`src/rtl/nbacc_pkg.sv`:
```
// Shared types and constants of the n-body acceleration accumulator.
`timescale 1ns / 1ps
package nbacc_pkg;

	localparam int POS_W  = 32;
	localparam int DIF_W  = 33;
	localparam int D2_W   = 66;
	localparam int RT_W   = 34;
	localparam int DEN_W  = 100;
	localparam int GM_W   = 64;
	localparam int PW     = 121;
	localparam int NUM_SH = 24;
	localparam int OUT_W  = 48;
	localparam int SQ_STEPS  = 34;
	localparam int DIV_STEPS = 121;

	localparam logic [3:0] OP_NONE     = 4'd0;
	localparam logic [3:0] OP_LOAD     = 4'd1;
	localparam logic [3:0] OP_MUL_INIT = 4'd2;
	localparam logic [3:0] OP_MUL_STEP = 4'd3;
	localparam logic [3:0] OP_SAVE_D2  = 4'd4;
	localparam logic [3:0] OP_SQ_INIT  = 4'd5;
	localparam logic [3:0] OP_SQ_STEP  = 4'd6;
	localparam logic [3:0] OP_SAVE_DEN = 4'd7;
	localparam logic [3:0] OP_SAVE_GM  = 4'd8;
	localparam logic [3:0] OP_DIV_INIT = 4'd9;
	localparam logic [3:0] OP_DIV_STEP = 4'd10;
	localparam logic [3:0] OP_ACCUM    = 4'd11;
	localparam logic [3:0] OP_EMIT     = 4'd12;

	localparam logic [2:0] SEL_DX  = 3'd0;
	localparam logic [2:0] SEL_DY  = 3'd1;
	localparam logic [2:0] SEL_DZ  = 3'd2;
	localparam logic [2:0] SEL_DEN = 3'd3;
	localparam logic [2:0] SEL_GM  = 3'd4;
	localparam logic [2:0] SEL_NUM = 3'd5;

	typedef struct packed {
		logic [3:0] op;
		logic [2:0] sel;
		logic [1:0] axis;
	} nbacc_cmd_t;

	typedef struct packed {
		logic skip;
		logic last;
		logic d2_zero;
		logic mul_busy;
	} nbacc_stat_t;

endpackage

```
`src/rtl/nbacc_ctrl.sv`:
```
// Sequencer for loading, multiply, root, divide and accumulate steps.
`timescale 1ns / 1ps
module nbacc_ctrl
	import nbacc_pkg::*;
(
	input  logic        clk,
	input  logic        arst_n,
	input  logic        in_valid,
	output logic        in_ready,
	output logic        out_valid,
	input  logic        out_ready,
	input  nbacc_stat_t stat,
	output nbacc_cmd_t  cmd
);

	localparam logic [3:0] S_IDLE = 4'd0;
	localparam logic [3:0] S_CHK  = 4'd1;
	localparam logic [3:0] S_MX   = 4'd2;
	localparam logic [3:0] S_MY   = 4'd3;
	localparam logic [3:0] S_MZ   = 4'd4;
	localparam logic [3:0] S_ZCHK = 4'd5;
	localparam logic [3:0] S_SQRT = 4'd6;
	localparam logic [3:0] S_DENI = 4'd7;
	localparam logic [3:0] S_DEN  = 4'd8;
	localparam logic [3:0] S_GMI  = 4'd9;
	localparam logic [3:0] S_GM   = 4'd10;
	localparam logic [3:0] S_NUMI = 4'd11;
	localparam logic [3:0] S_NUM  = 4'd12;
	localparam logic [3:0] S_DIV  = 4'd13;
	localparam logic [3:0] S_ACC  = 4'd14;
	localparam logic [3:0] S_DONE = 4'd15;

	logic [3:0] state_q, state_d;
	logic [6:0] cnt_q, cnt_d;
	logic [1:0] axis_q, axis_d;
	logic       ovld_q, ovld_d;

	assign in_ready  = (state_q == S_IDLE);
	assign out_valid = ovld_q;

	always_comb begin
		state_d  = state_q;
		cnt_d    = cnt_q;
		axis_d   = axis_q;
		ovld_d   = ovld_q && !out_ready;
		cmd.op   = OP_NONE;
		cmd.sel  = SEL_DX;
		cmd.axis = axis_q;
		unique case (state_q)
			S_IDLE: begin
				if (in_valid) begin
					cmd.op  = OP_LOAD;
					state_d = S_CHK;
				end
			end
			S_CHK: begin
				if (stat.skip) begin
					state_d = S_DONE;
				end else begin
					cmd.op  = OP_MUL_INIT;
					cmd.sel = SEL_DX;
					state_d = S_MX;
				end
			end
			S_MX: begin
				if (stat.mul_busy) begin
					cmd.op = OP_MUL_STEP;
				end else begin
					cmd.op  = OP_MUL_INIT;
					cmd.sel = SEL_DY;
					state_d = S_MY;
				end
			end
			S_MY: begin
				if (stat.mul_busy) begin
					cmd.op = OP_MUL_STEP;
				end else begin
					cmd.op  = OP_MUL_INIT;
					cmd.sel = SEL_DZ;
					state_d = S_MZ;
				end
			end
			S_MZ: begin
				if (stat.mul_busy) begin
					cmd.op = OP_MUL_STEP;
				end else begin
					cmd.op  = OP_SAVE_D2;
					state_d = S_ZCHK;
				end
			end
			S_ZCHK: begin
				if (stat.d2_zero) begin
					state_d = S_DONE;
				end else begin
					cmd.op  = OP_SQ_INIT;
					cnt_d   = '0;
					state_d = S_SQRT;
				end
			end
			S_SQRT: begin
				cmd.op = OP_SQ_STEP;
				cnt_d  = cnt_q + 7'd1;
				if (cnt_q == 7'(SQ_STEPS - 1)) state_d = S_DENI;
			end
			S_DENI: begin
				cmd.op  = OP_MUL_INIT;
				cmd.sel = SEL_DEN;
				state_d = S_DEN;
			end
			S_DEN: begin
				if (stat.mul_busy) begin
					cmd.op = OP_MUL_STEP;
				end else begin
					cmd.op  = OP_SAVE_DEN;
					state_d = S_GMI;
				end
			end
			S_GMI: begin
				cmd.op  = OP_MUL_INIT;
				cmd.sel = SEL_GM;
				state_d = S_GM;
			end
			S_GM: begin
				if (stat.mul_busy) begin
					cmd.op = OP_MUL_STEP;
				end else begin
					cmd.op  = OP_SAVE_GM;
					axis_d  = '0;
					state_d = S_NUMI;
				end
			end
			S_NUMI: begin
				cmd.op  = OP_MUL_INIT;
				cmd.sel = SEL_NUM;
				state_d = S_NUM;
			end
			S_NUM: begin
				if (stat.mul_busy) begin
					cmd.op = OP_MUL_STEP;
				end else begin
					cmd.op  = OP_DIV_INIT;
					cnt_d   = '0;
					state_d = S_DIV;
				end
			end
			S_DIV: begin
				cmd.op = OP_DIV_STEP;
				cnt_d  = cnt_q + 7'd1;
				if (cnt_q == 7'(DIV_STEPS - 1)) state_d = S_ACC;
			end
			S_ACC: begin
				cmd.op = OP_ACCUM;
				if (axis_q == 2'd2) begin
					state_d = S_DONE;
				end else begin
					axis_d  = axis_q + 2'd1;
					state_d = S_NUMI;
				end
			end
			S_DONE: begin
				if (!stat.last) begin
					state_d = S_IDLE;
				end else if (!ovld_q || out_ready) begin
					cmd.op  = OP_EMIT;
					ovld_d  = 1'b1;
					state_d = S_IDLE;
				end
			end
			default: state_d = S_IDLE;
		endcase
	end

	always_ff @(posedge clk or negedge arst_n) begin
		if (!arst_n) begin
			state_q <= S_IDLE;
			cnt_q   <= '0;
			axis_q  <= '0;
			ovld_q  <= 1'b0;
		end else begin
			state_q <= state_d;
			cnt_q   <= cnt_d;
			axis_q  <= axis_d;
			ovld_q  <= ovld_d;
		end
	end

endmodule

```
`src/rtl/nbacc_dpath.sv`:
```
// Datapath: serial multiplier, root, divider, saturating sums and result register.
`timescale 1ns / 1ps
module nbacc_dpath
	import nbacc_pkg::*;
#(
	parameter int ACC_WIDTH = 48
) (
	input  logic                    clk,
	input  logic                    arst_n,
	input  nbacc_cmd_t              cmd,
	output nbacc_stat_t             stat,
	input  logic                    cfg_we,
	input  logic [31:0]             cfg_data,
	input  logic [7*POS_W-1:0]      in_data,
	input  logic                    in_skip,
	input  logic                    in_last,
	output logic [3*OUT_W-1:0]      out_data,
	output logic                    out_ovf
);

	logic [31:0]          grav_q;
	logic [31:0]          mass_q;
	logic [DIF_W-1:0]     dabs_q [3];
	logic [2:0]           dneg_q;
	logic                 skip_q, last_q;
	logic [PW-1:0]        pa_q, pp_q;
	logic [D2_W-1:0]      pb_q;
	logic [D2_W-1:0]      d2_q;
	logic [D2_W+1:0]      sq_q;
	logic [RT_W+1:0]      srem_q;
	logic [RT_W-1:0]      root_q;
	logic [DEN_W-1:0]     den_q;
	logic [GM_W-1:0]      gm_q;
	logic [PW-1:0]        num_q, quo_q;
	logic [DEN_W:0]       drem_q;
	logic signed [ACC_WIDTH-1:0] sum_q [3];
	logic                 sat_q;
	logic [3*OUT_W-1:0]   out_q;
	logic                 ovf_q;

	logic signed [DIF_W-1:0] dif [3];
	logic [RT_W+3:0]      sq_t, sq_trial;
	logic [DEN_W:0]       dv_t;
	logic                 dv_ge;
	logic [PW-1:0]        lim;
	logic                 neg, tsat, ssat;
	logic [ACC_WIDTH-1:0] mag;
	logic signed [ACC_WIDTH-1:0] term, cur, nsum;
	logic signed [ACC_WIDTH:0]   wsum;
	logic [DIF_W-1:0]     dsel;
	logic signed [63:0]   ext [3];

	always_comb begin
		for (int i = 0; i < 3; i++) begin
			dif[i] = DIF_W'(signed'(in_data[(i+3)*POS_W +: POS_W]))
				- DIF_W'(signed'(in_data[i*POS_W +: POS_W]));
		end
	end

	always_comb begin
		unique case (cmd.axis)
			2'd0:    begin dsel = dabs_q[0]; neg = dneg_q[0]; cur = sum_q[0]; end
			2'd1:    begin dsel = dabs_q[1]; neg = dneg_q[1]; cur = sum_q[1]; end
			default: begin dsel = dabs_q[2]; neg = dneg_q[2]; cur = sum_q[2]; end
		endcase
	end

	assign sq_t     = {srem_q, sq_q[D2_W+1 -: 2]};
	assign sq_trial = {2'b00, root_q, 2'b01};
	assign dv_t     = {drem_q[DEN_W-1:0], num_q[PW-1]};
	assign dv_ge    = dv_t >= {1'b0, den_q};

	always_comb begin
		lim  = PW'({1'b0, {(ACC_WIDTH-1){1'b1}}}) + PW'(neg);
		tsat = quo_q > lim;
		mag  = tsat ? lim[ACC_WIDTH-1:0] : quo_q[ACC_WIDTH-1:0];
		term = neg ? -signed'(mag) : signed'(mag);
		wsum = {cur[ACC_WIDTH-1], cur} + {term[ACC_WIDTH-1], term};
		ssat = wsum[ACC_WIDTH] != wsum[ACC_WIDTH-1];
		if (ssat) begin
			nsum = wsum[ACC_WIDTH] ? {1'b1, {(ACC_WIDTH-1){1'b0}}}
				: {1'b0, {(ACC_WIDTH-1){1'b1}}};
		end else begin
			nsum = wsum[ACC_WIDTH-1:0];
		end
	end

	always_comb begin
		for (int i = 0; i < 3; i++) ext[i] = 64'(sum_q[i]);
	end

	assign stat.skip     = skip_q;
	assign stat.last     = last_q;
	assign stat.d2_zero  = (d2_q == '0);
	assign stat.mul_busy = (pb_q != '0);
	assign out_data      = out_q;
	assign out_ovf       = ovf_q;

	always_ff @(posedge clk or negedge arst_n) begin
		if (!arst_n) begin
			grav_q <= '0;
			sum_q  <= '{default: '0};
			sat_q  <= 1'b0;
		end else begin
			if (cfg_we) grav_q <= cfg_data;
			if (cmd.op == OP_ACCUM) begin
				unique case (cmd.axis)
					2'd0:    sum_q[0] <= nsum;
					2'd1:    sum_q[1] <= nsum;
					default: sum_q[2] <= nsum;
				endcase
				if (tsat || ssat) sat_q <= 1'b1;
			end else if (cmd.op == OP_EMIT) begin
				sum_q <= '{default: '0};
				sat_q <= 1'b0;
			end
		end
	end

	always_ff @(posedge clk) begin
		unique case (cmd.op)
			OP_LOAD: begin
				for (int i = 0; i < 3; i++) begin
					dabs_q[i] <= dif[i][DIF_W-1] ? DIF_W'(-dif[i]) : DIF_W'(dif[i]);
					dneg_q[i] <= dif[i][DIF_W-1];
				end
				mass_q <= in_data[6*POS_W +: POS_W];
				skip_q <= in_skip;
				last_q <= in_last;
			end
			OP_MUL_INIT: begin
				unique case (cmd.sel)
					SEL_DX: begin
						pa_q <= PW'(dabs_q[0]); pb_q <= D2_W'(dabs_q[0]); pp_q <= '0;
					end
					SEL_DY: begin
						pa_q <= PW'(dabs_q[1]); pb_q <= D2_W'(dabs_q[1]);
					end
					SEL_DZ: begin
						pa_q <= PW'(dabs_q[2]); pb_q <= D2_W'(dabs_q[2]);
					end
					SEL_DEN: begin
						pa_q <= PW'(d2_q); pb_q <= D2_W'(root_q); pp_q <= '0;
					end
					SEL_GM: begin
						pa_q <= PW'(grav_q); pb_q <= D2_W'(mass_q); pp_q <= '0;
					end
					default: begin
						pa_q <= PW'(gm_q); pb_q <= D2_W'(dsel); pp_q <= '0;
					end
				endcase
			end
			OP_MUL_STEP: begin
				if (pb_q[0]) pp_q <= pp_q + pa_q;
				pa_q <= pa_q << 1;
				pb_q <= pb_q >> 1;
			end
			OP_SAVE_D2: d2_q <= pp_q[D2_W-1:0];
			OP_SQ_INIT: begin
				sq_q   <= {2'b00, d2_q};
				srem_q <= '0;
				root_q <= '0;
			end
			OP_SQ_STEP: begin
				sq_q <= sq_q << 2;
				if (sq_t >= sq_trial) begin
					srem_q <= (RT_W+2)'(sq_t - sq_trial);
					root_q <= {root_q[RT_W-2:0], 1'b1};
				end else begin
					srem_q <= (RT_W+2)'(sq_t);
					root_q <= {root_q[RT_W-2:0], 1'b0};
				end
			end
			OP_SAVE_DEN: den_q <= pp_q[DEN_W-1:0];
			OP_SAVE_GM:  gm_q  <= pp_q[GM_W-1:0];
			OP_DIV_INIT: begin
				num_q  <= {pp_q[PW-NUM_SH-1:0], {NUM_SH{1'b0}}};
				drem_q <= '0;
				quo_q  <= '0;
			end
			OP_DIV_STEP: begin
				num_q  <= num_q << 1;
				drem_q <= dv_ge ? dv_t - {1'b0, den_q} : dv_t;
				quo_q  <= {quo_q[PW-2:0], dv_ge};
			end
			OP_EMIT: begin
				out_q <= {ext[2][OUT_W-1:0], ext[1][OUT_W-1:0], ext[0][OUT_W-1:0]};
				ovf_q <= sat_q;
			end
			default: ;
		endcase
	end

endmodule

```
`src/rtl/nbody_acceleration_accumulator.sv`:
```
// Top level of the n-body acceleration accumulator.
// Input stream s_axis: one item per source body of a target. tdata carries the
// target and source positions (signed Q16.16) and the source mass, tuser the
// skip flag, tlast marks the final source of the target's list.
// Output stream m_axis: one item per list, holding the three saturated Q24.24
// acceleration sums in tdata and the overflow flag in tuser.
// Configuration: cfg_valid/cfg_data write the Q0.32 gravitational constant;
// cfg_ready is always high. Write it only while the block is idle.
// Sequence: a skipped item goes straight to the end-of-item check. Otherwise the
// squared distance on the shift-add multiplier, the zero check and the integer
// root, the denominator and the mass product, then per axis the numerator, the
// restoring divider and the accumulation.
// One item is worked on at a time; s_axis_tready is high only when idle.
// A finished result is held in an output register; the next item is accepted
// while it waits, and the block stalls only at the following list end until
// the receiver takes it. Reset clears the sums, flag, constant and valid.
`timescale 1ns / 1ps
module nbody_acceleration_accumulator
	import nbacc_pkg::*;
#(
	parameter int ACC_WIDTH = 48
) (
	input  logic         clk,
	input  logic         arst_n,
	input  logic         cfg_valid,
	output logic         cfg_ready,
	input  logic [31:0]  cfg_data,
	input  logic         s_axis_tvalid,
	output logic         s_axis_tready,
	// tgt_x, tgt_y, tgt_z, src_x, src_y, src_z, src_mass
	input  logic [223:0] s_axis_tdata,
	// skip
	input  logic         s_axis_tuser,
	input  logic         s_axis_tlast,
	output logic         m_axis_tvalid,
	input  logic         m_axis_tready,
	// acc_x, acc_y, acc_z
	output logic [143:0] m_axis_tdata,
	// overflow
	output logic         m_axis_tuser
);

	nbacc_cmd_t  cmd;
	nbacc_stat_t stat;

	assign cfg_ready = 1'b1;

	nbacc_ctrl u_ctrl (
		.clk       (clk),
		.arst_n    (arst_n),
		.in_valid  (s_axis_tvalid),
		.in_ready  (s_axis_tready),
		.out_valid (m_axis_tvalid),
		.out_ready (m_axis_tready),
		.stat      (stat),
		.cmd       (cmd)
	);

	nbacc_dpath #(
		.ACC_WIDTH (ACC_WIDTH)
	) u_dpath (
		.clk      (clk),
		.arst_n   (arst_n),
		.cmd      (cmd),
		.stat     (stat),
		.cfg_we   (cfg_valid),
		.cfg_data (cfg_data),
		.in_data  (s_axis_tdata),
		.in_skip  (s_axis_tuser),
		.in_last  (s_axis_tlast),
		.out_data (m_axis_tdata),
		.out_ovf  (m_axis_tuser)
	);

endmodule

```
`config.mk`:
```
export PLATFORM = sky130hd
export DESIGN_NAME = nbody_acceleration_accumulator
export DESIGN_NICKNAME = d
export VERILOG_FILES = /design/src/rtl/nbacc_pkg.sv /design/src/rtl/nbacc_ctrl.sv /design/src/rtl/nbacc_dpath.sv /design/src/rtl/nbody_acceleration_accumulator.sv
export SDC_FILE = /design/constraint.sdc
export NUM_CORES = 2
export LEC_CHECK = 0
export ABC_AREA = 1
export BUFFER_PORTS_ARGS = -buffer_cell sky130_fd_sc_hd__buf_2
export CAP_MARGIN = 20
export CELL_PAD_IN_SITES_DETAIL_PLACEMENT = 0
export CELL_PAD_IN_SITES_GLOBAL_PLACEMENT = 1
export CORE_UTILIZATION = 39
export CTS_BUF_LIST = sky130_fd_sc_hd__clkbuf_8
export DETAILED_ROUTE_END_ITERATION = 10
export HOLD_SLACK_MARGIN = 0.15
export PLACE_DENSITY = 0.74
export SLEW_MARGIN = 20
export SYNTH_ARGS = -nofsm -noshare
export SYNTH_HDL_FRONTEND = slang
export SYNTH_SLANG_ARGS = --single-unit
```
`constraint.sdc`:
```
create_clock -name clk -period 17.69 [get_ports clk]
set_clock_uncertainty 0.05 [all_clocks]
set_input_delay 0.8845 -clock clk [delete_from_list [all_inputs] [get_ports clk]]
set_output_delay 0.8845 -clock clk [all_outputs]
set_load 0.02 [all_outputs]
```
# Word-level counts from Yosys, hierarchy flattened

Memory sizes are Yosys's and may differ from the RTL's.
Cells that the tools add are included.

Memories kept: 1
Input port bits: 263
Word-level logic and storage cells: 202
Output and inout port bits: 148
Register bits after elaboration: 1391
Memory bits (writable): 99

Mux-type cells: 74
Equality and inequality tests: 54
Magnitude comparators: 3
Add/sub/neg operators: 14
Reductions and logical operators: 29

Memory list:

| memory         | depth | bits a word | rd ports | clocked after memory_dff | wr ports | RTL line          | source |
|---|---|---|---|---|---|---|---|
| u_dpath.dabs_q | 3     | 33          | 3        | 0                        | 3        | nbacc_dpath.sv:23 | `logic [DIF_W-1:0] dabs_q [3];` |

Operators with widths:

| cell                                           | count |
|---|---|
| one-hot mux 121 bit (2 select lines)           | 4 |
| 2-to-1 mux 48 bit                              | 7 |
| one-hot mux 66 bit (5 select lines)            | 1 |
| 2-to-1 mux 144 bit                             | 2 |
| 2-to-1 mux 121 bit                             | 2 |
| one-hot mux 100 bit (2 select lines)           | 1 |
| one-hot mux 34 bit (5 select lines)            | 1 |
| one-hot mux 68 bit (2 select lines)            | 1 |
| one-hot mux 66 bit (2 select lines)            | 1 |
| adder 121 bit                                  | 1 |
| > comparator 121 bit                           | 1 |
| greater-or-equal comparator 101 x 100 -> 1 bit | 1 |
| 2-to-1 mux 100 bit                             | 1 |
| subtractor 100 bit                             | 1 |
| 2-to-1 mux 33 bit                              | 3 |
| negator 33 bit                                 | 3 |
| subtractor 32 x 32 -> 33 bit                   | 3 |
| one-hot mux 48 bit (2 select lines)            | 1 |
| one-hot mux 36 bit (2 select lines)            | 1 |
| 2-to-1 mux 4 bit                               | 17 |
| one-hot mux 34 bit (2 select lines)            | 1 |
| zero test 66 bit                               | 1 |
| one-hot mux 33 bit (2 select lines)            | 1 |
| nonzero test 66 bit                            | 1 |
| other kinds (47)                               | 117 |

# Longest topological paths before layout

Depth after elaboration: 12
Depth in mapped cells: 55
Depth with buffers taken out: 47

# Modules after synthesis

A second synthesis with hierarchy kept.

Cells, all modules: 10712
Area total of the unflattened synthesis: 87829.2 um^2

Modules (own cells, without submodules):

| module                         | sequential area each (um^2) | cells an instance | instances | area each (um^2) |
|---|---|---|---|---|
| nbacc_dpath                    | 40493.8                     | 10527             | 1         | 86594.3 |
| nbacc_ctrl                     | 350.3                       | 183               | 1         | 1223.7 |
| nbody_acceleration_accumulator | 0.0                         | 2                 | 1         | 11.3 |

# Worst setup path after synthesis

OpenSTA, ideal clock, no wires.

Path type: input to register
Start: in m_axis_tready
End: mem u_dpath.dabs_q[0][0], enable pin
Buffers on the path: 0
Cell stages on the path: 6
Slack: 3.504 ns
Arrival time: 13.310 ns
Data required time: 16.814 ns
Setup time: 0.826 ns
Cells stage by stage: nor2_1 nor2_1 nor2_1 o211ai_1 nor4_1 nor3b_1

RTL lines:

| item            | RTL line                             | source |
|---|---|---|
| start, declared | nbody_acceleration_accumulator.sv:36 | `input logic m_axis_tready,` |
| end, declared   | nbacc_dpath.sv:23                    |  |

# Worst setup path in the final report

Start: reg u_ctrl.axis_q[0]
End: reg u_dpath.sum_q (netlist bit u_dpath.ext[139])

Longest elaborated chain between the ends: 12
Elaborated cells on any way between the ends: 17
Those cells by class: add/sub: 3; order compare: 1; eq/ne: 3; mux: 8; reduce/logical: 2

RTL lines:

| item                                                                   | RTL line                              | source |
|---|---|---|
| start, declared                                                        | nbacc_ctrl.sv:35                      | `logic [1:0] axis_q, axis_d;` |
| start signal, assigned                                                 | nbacc_ctrl.sv:182                     | `axis_q <= axis_d;` |
| equality test 2 x 1 -> 1 bit / zero test 2 bit (equally long branches) | nbacc_dpath.sv:61, nbacc_dpath.sv:107 |  |
| one-hot mux 1 bit (2 select lines)                                     | nbacc_dpath.sv:61                     | `unique case (cmd.axis)` |
| adder 47 x 1 -> 48 bit                                                 | nbacc_dpath.sv:74                     | `lim = PW'({1'b0, {(ACC_WIDTH-1){1'b1}}}) + PW'(neg);` |
| > comparator 121 bit                                                   | nbacc_dpath.sv:75                     | `tsat = quo_q > lim;` |
| 2-to-1 mux 48 bit                                                      | nbacc_dpath.sv:76                     | `mag = tsat ? lim[ACC_WIDTH-1:0] : quo_q[ACC_WIDTH-1:0];` |
| negator 48 bit                                                         | nbacc_dpath.sv:77                     | `term = neg ? -signed'(mag) : signed'(mag);` |
| 2-to-1 mux 48 bit                                                      | nbacc_dpath.sv:77                     |  |
| adder 48 x 48 -> 49 bit                                                | nbacc_dpath.sv:78                     | `wsum = {cur[ACC_WIDTH-1], cur} + {term[ACC_WIDTH-1], term};` |
| 2-to-1 mux 48 bit / inequality test 1 bit (equally long branches)      | nbacc_dpath.sv:81, nbacc_dpath.sv:79  |  |
| 2-to-1 mux 48 bit                                                      | nbacc_dpath.sv:80                     | `if (ssat) begin` |
| 2-to-1 mux 48 bit                                                      | nbacc_dpath.sv:107                    | `unique case (cmd.axis)` |
| 2-to-1 mux 144 bit                                                     | nbacc_dpath.sv:106                    | `if (cmd.op == OP_ACCUM) begin` |
| end, declared                                                          | nbacc_dpath.sv:36                     | `logic signed [ACC_WIDTH-1:0] sum_q [3];` |

Several ways; a longest one is shown, not always the timed one. The select of a mux whose other input is x is not followed.
A chain may end at the register's enable or synchronous reset.

==> metrics.md <==
| Metric | Value |
|---|---|
| Layout fillers | `22,800` |
| TritonCTS Buffers | `238` |
| Fmax | `100 MHz` |
| Final setup viols | `0` |
| Path depth of the worst reg2reg path | `43` |
| Die ar. | `228,000 sq um` |
| Post_cts resized | `0` |
| Delay of the slowest critical-path stage | `0.74 ns` |
| Post-detail-place hpwl | `240 mm` |
| First-pass GRT wire length | `462 mm` |
| Post-synth top cells | `nand2_1 (2,824), inv_1 (1,585), nor2_1 (1,406), edfxtp_1 (1,201), o21ai_0 (748)` |
| Core area | `225,000 sq um` |
| Hold Fails Final Rpt | `0` |
| Measured slew at the worst slew-check pin | `1.17 ns` |
| Layout Nets | `12,400` |
| Setup TNS | `0 ns` |
| Post-Synthesis Cell Area | `88,300 sq um` |
| Worst endpoint required time | `18.59 ns` |
| Fin crit period | `9.97 ns` |
| Hold Path Class | `in -> reg` |
| Main synth FF type | `edfxtp_1` |
| Routability Congestion | `1.01` |
| Critical path launch point type | `flop` |
| Residual DRC count | `44` |
| Syn avg cell area | `7.90 sq um` |
| YS warnings | `0` |
| Slew Limit Fails | `0` |
| Synth top area share | `0.408` |
| Most frequent CP cell | `nor2_1` |
| Width of the die | `478 um` |
| H-tree depth | `4` |
| Crit-path max FO | `93` |
| Tot GR Track Use | `0.263` |
| Yosys top cell by area | `edfxtp_1` |
| Slew headroom | `0.214` |
| Routed wire length | `307 mm` |
| Final Cycle Share | `0.564` |
| Power Density | `80.0 nW/um^2` |
| Worst Hold End | `u_dpath.dabs_q[0][33]` |
| Layout cells sized above 1 | `0.0741` |
| Clk_lat worst skew | `1.06 ns` |
| Synth unique cells | `63` |
| P&R area growth vs syn | `12.3%` |
| CP max stage cell | `buf_4` |
| Setup bufs post-CTS | `0` |
| Hold Path Depth | `3` |
| Status | `finished, violations left` |
| Max IR drop VDD | `0.0556 mV` |
| I/O Buffers | `409` |
| Reg area | `40,800 sq um` |
| Io pins | `411` |
| Crit path kind | `reg -> reg` |
| Register area share after synthesis | `0.462` |
| Initial antenna violation count | `14` |
| Area of the multi-input gates | `40,400 sq um` |
| CP Capture Type | `flop` |
| Final setup margin | `7.72 ns` |
| Post-synth EDFFs | `1,201` |
| RSZ-0062 raised after global routing | `no` |
| Reg-to-Reg End | `u_dpath.ext[139]` |
| Clock Tree Root | `clkbuf_8` |
| Most common cell in the netlist | `nand2_1` |
| Pin count of the biggest net entering global routing | `94` |
| CTS hold repair buffers | `68` |
| Congestion Overflow GR | `0` |
| Vias | `79,000` |
| Drt initial violations | `7,133` |
| Worst reg-to-reg setup slack | `7.72 ns` |
| Sink Count | `1,392` |
| WL/cell | `20.7 um` |
| Rows | `174` |
| Synthesized flop and latch total | `1,392` |
| CTS tree | `done` |
| Die Span Y | `478 um` |
| Clock transition at the registers of the reported paths | `0.06 ns` |
| Final antenna-violating net count | `0` |
| Worst EP arrival | `10.87 ns` |
| Starting density of the core | `0.393` |
| Post-synth ARST share | `0.137` |
| Top cells by area, synth | `edfxtp_1 (41%), nand2_1 (12%), inv_1 (6.7%)` |
| Setup WS pre-CTS | `7.87 ns` |
| Leakage Power | `44.4 nW` |
| Synthesized instance count | `11,200` |
| CTS Buffer Depth | `3` |
| Via-to-Cell Ratio | `5.31` |
| Number of max-cap violations | `0` |
| Failing checks | `design-rule violations` |
| Reg2reg start | `u_ctrl.axis_q[0]` |
| DRT Pass-1 Iters | `10` |
| Worst hold path startpoint | `s_axis_tdata[32]` |
| Post-Syn Nets | `11,900` |
| Vias in the first global route | `76,300` |
cell type report:
| type | instances | area share |
|---|---|---|
| sequential | 1392 | 0.412 |
| clock inverter | 202 | 0.0155 |
| inverter | 1588 | 0.0602 |
| antenna | 5 | 0.000126 |
| timing repair buffer | 550 | 0.0333 |
| multi-input combinational | 7903 | 0.408 |
| clock buffer | 241 | 0.0335 |
| tap | 2992 | 0.0378 |
report_power, final:
group          switching (mW)  leakage, nW  internal (mW)
registers               0.131         13.2           3.67
logic                   0.753         28.4          0.351
clock network            1.46         2.70           1.56
total                    2.34         44.4           5.58
sequential cells by signal, indices dropped and copies added (netlist names), 34 cells and up:
| name | cells |
|---|---|
| u_dpath.d2_q | 66 |
| u_dpath.dabs_q | 99 |
| u_dpath.den_q | 100 |
| u_dpath.drem_q | 100 |
| u_dpath.ext | 144 |
| u_dpath.gm_q | 64 |
| u_dpath.num_q | 97 |
| u_dpath.out_data | 144 |
| u_dpath.pa_q | 100 |
| u_dpath.pb_q | 34 |
| u_dpath.pp_q | 100 |
| u_dpath.quo_q | 121 |
| u_dpath.root_q | 34 |
| u_dpath.sq_q | 68 |
| u_dpath.srem_q | 36 |
logic make-up (layout without fill, tap and decap cells):
| kind of cell | Yosys count | after routing | share of synthesized area |
|---|---|---|---|
| buffers and inverters | 1880 | 2581 | 0.0820 |
| DFF | 1392 | 1392 | 0.462 |
| other | 1 | 6 | 0.0000425 |
| xor gates and xnor gates | 327 | 327 | 0.0325 |
| adders and majority gates | 443 | 443 | 0.0633 |
| muxes | 1 | 1 | 0.000127 |
| and+or+nand+nor | 5178 | 5178 | 0.237 |
| AOI/OAI and AO/OA | 1953 | 1953 | 0.123 |
layer usage:
metal,track usage,vias to the layer above,wire length (um)
li1,-,38100,-
met1,0.369,37600,140000
met2,0.419,2811,138000
met3,0.0326,487,19600
met4,0.0852,2,9530
met5,0,-,12
worst max path at each step:
stage	from	end	slack, ns	cells after the start
2_1_floorplan	m_axis_tready	u_dpath.dabs_q[0][0]	3.50	6
3_3_place_gp	u_ctrl.axis_q[0]	u_dpath.ext[84]	8.08	49
3_5_place_dp	u_ctrl.axis_q[0]	u_dpath.ext[139]	7.87	44
4_1_cts	u_ctrl.axis_q[0]	u_dpath.ext[41]	7.76	44
5_1_grt	u_ctrl.axis_q[0]	u_dpath.ext[103]	6.83	45
6_report	u_ctrl.axis_q[0]	u_dpath.ext[139]	7.72	43
stage by stage:
step	total power, mW	util	hold slack (ns)	area [sq um]	std cells
6_report	7.93	0.441	0.335	99100	14900
5_1_grt	8.26	0.441	0.301	99100	14900
4_1_cts	7.99	0.441	0.229	99100	14900
3_3_place_gp	4.94	0.416	0.411	93600	14400
2_1_floorplan	4.50	-	0.369	88300	11200
3_5_place_dp	4.94	0.416	0.413	93600	14400
worst max-delay path, delay by kind of cell (launching register included):
family	cells	cell delay, ns
buffers and inverters	11	3.91
AND/OR/NAND/NOR	22	3.20
adder cells (fa/ha/maj)	4	1.23
AO/OA/AOI/OAI	5	0.72
flip-flops	1	0.37
XOR/XNOR	1	0.22
placed cells by master, fill, tap and decap left out, types with 9 or more instances in the layout:
| cell | n |
|---|---|
| nand2_1 | 2819 |
| inv_1 | 1642 |
| nor2_1 | 1399 |
| edfxtp_1 | 1201 |
| o21ai_0 | 748 |
| a21oi_1 | 739 |
| nand3_1 | 587 |
| ha_1 | 435 |
| buf_2 | 408 |
| clkbuf_8 | 242 |
| xor2_1 | 205 |
| dfrtp_1 | 191 |
| nor3_1 | 152 |
| xnor2_1 | 121 |
| nand4_1 | 88 |
| buf_4 | 72 |
| dlygate4sd3_1 | 68 |
| o22ai_1 | 64 |
| o21a_1 | 63 |
| clkinv_1 | 62 |
| a31oi_1 | 58 |
| o211ai_1 | 52 |
| nor4_1 | 46 |
| o21bai_1 | 45 |
| clkinv_2 | 38 |
| a21o_1 | 36 |
| o2111ai_1 | 36 |
| a21boi_0 | 33 |
| or2_2 | 23 |
| nand3b_1 | 21 |
| bufinv_16 | 18 |
| o31ai_1 | 14 |
| o21ai_1 | 12 |
| a211oi_1 | 11 |
| nor2_2 | 9 |
(Power assumes the default switching activity.)
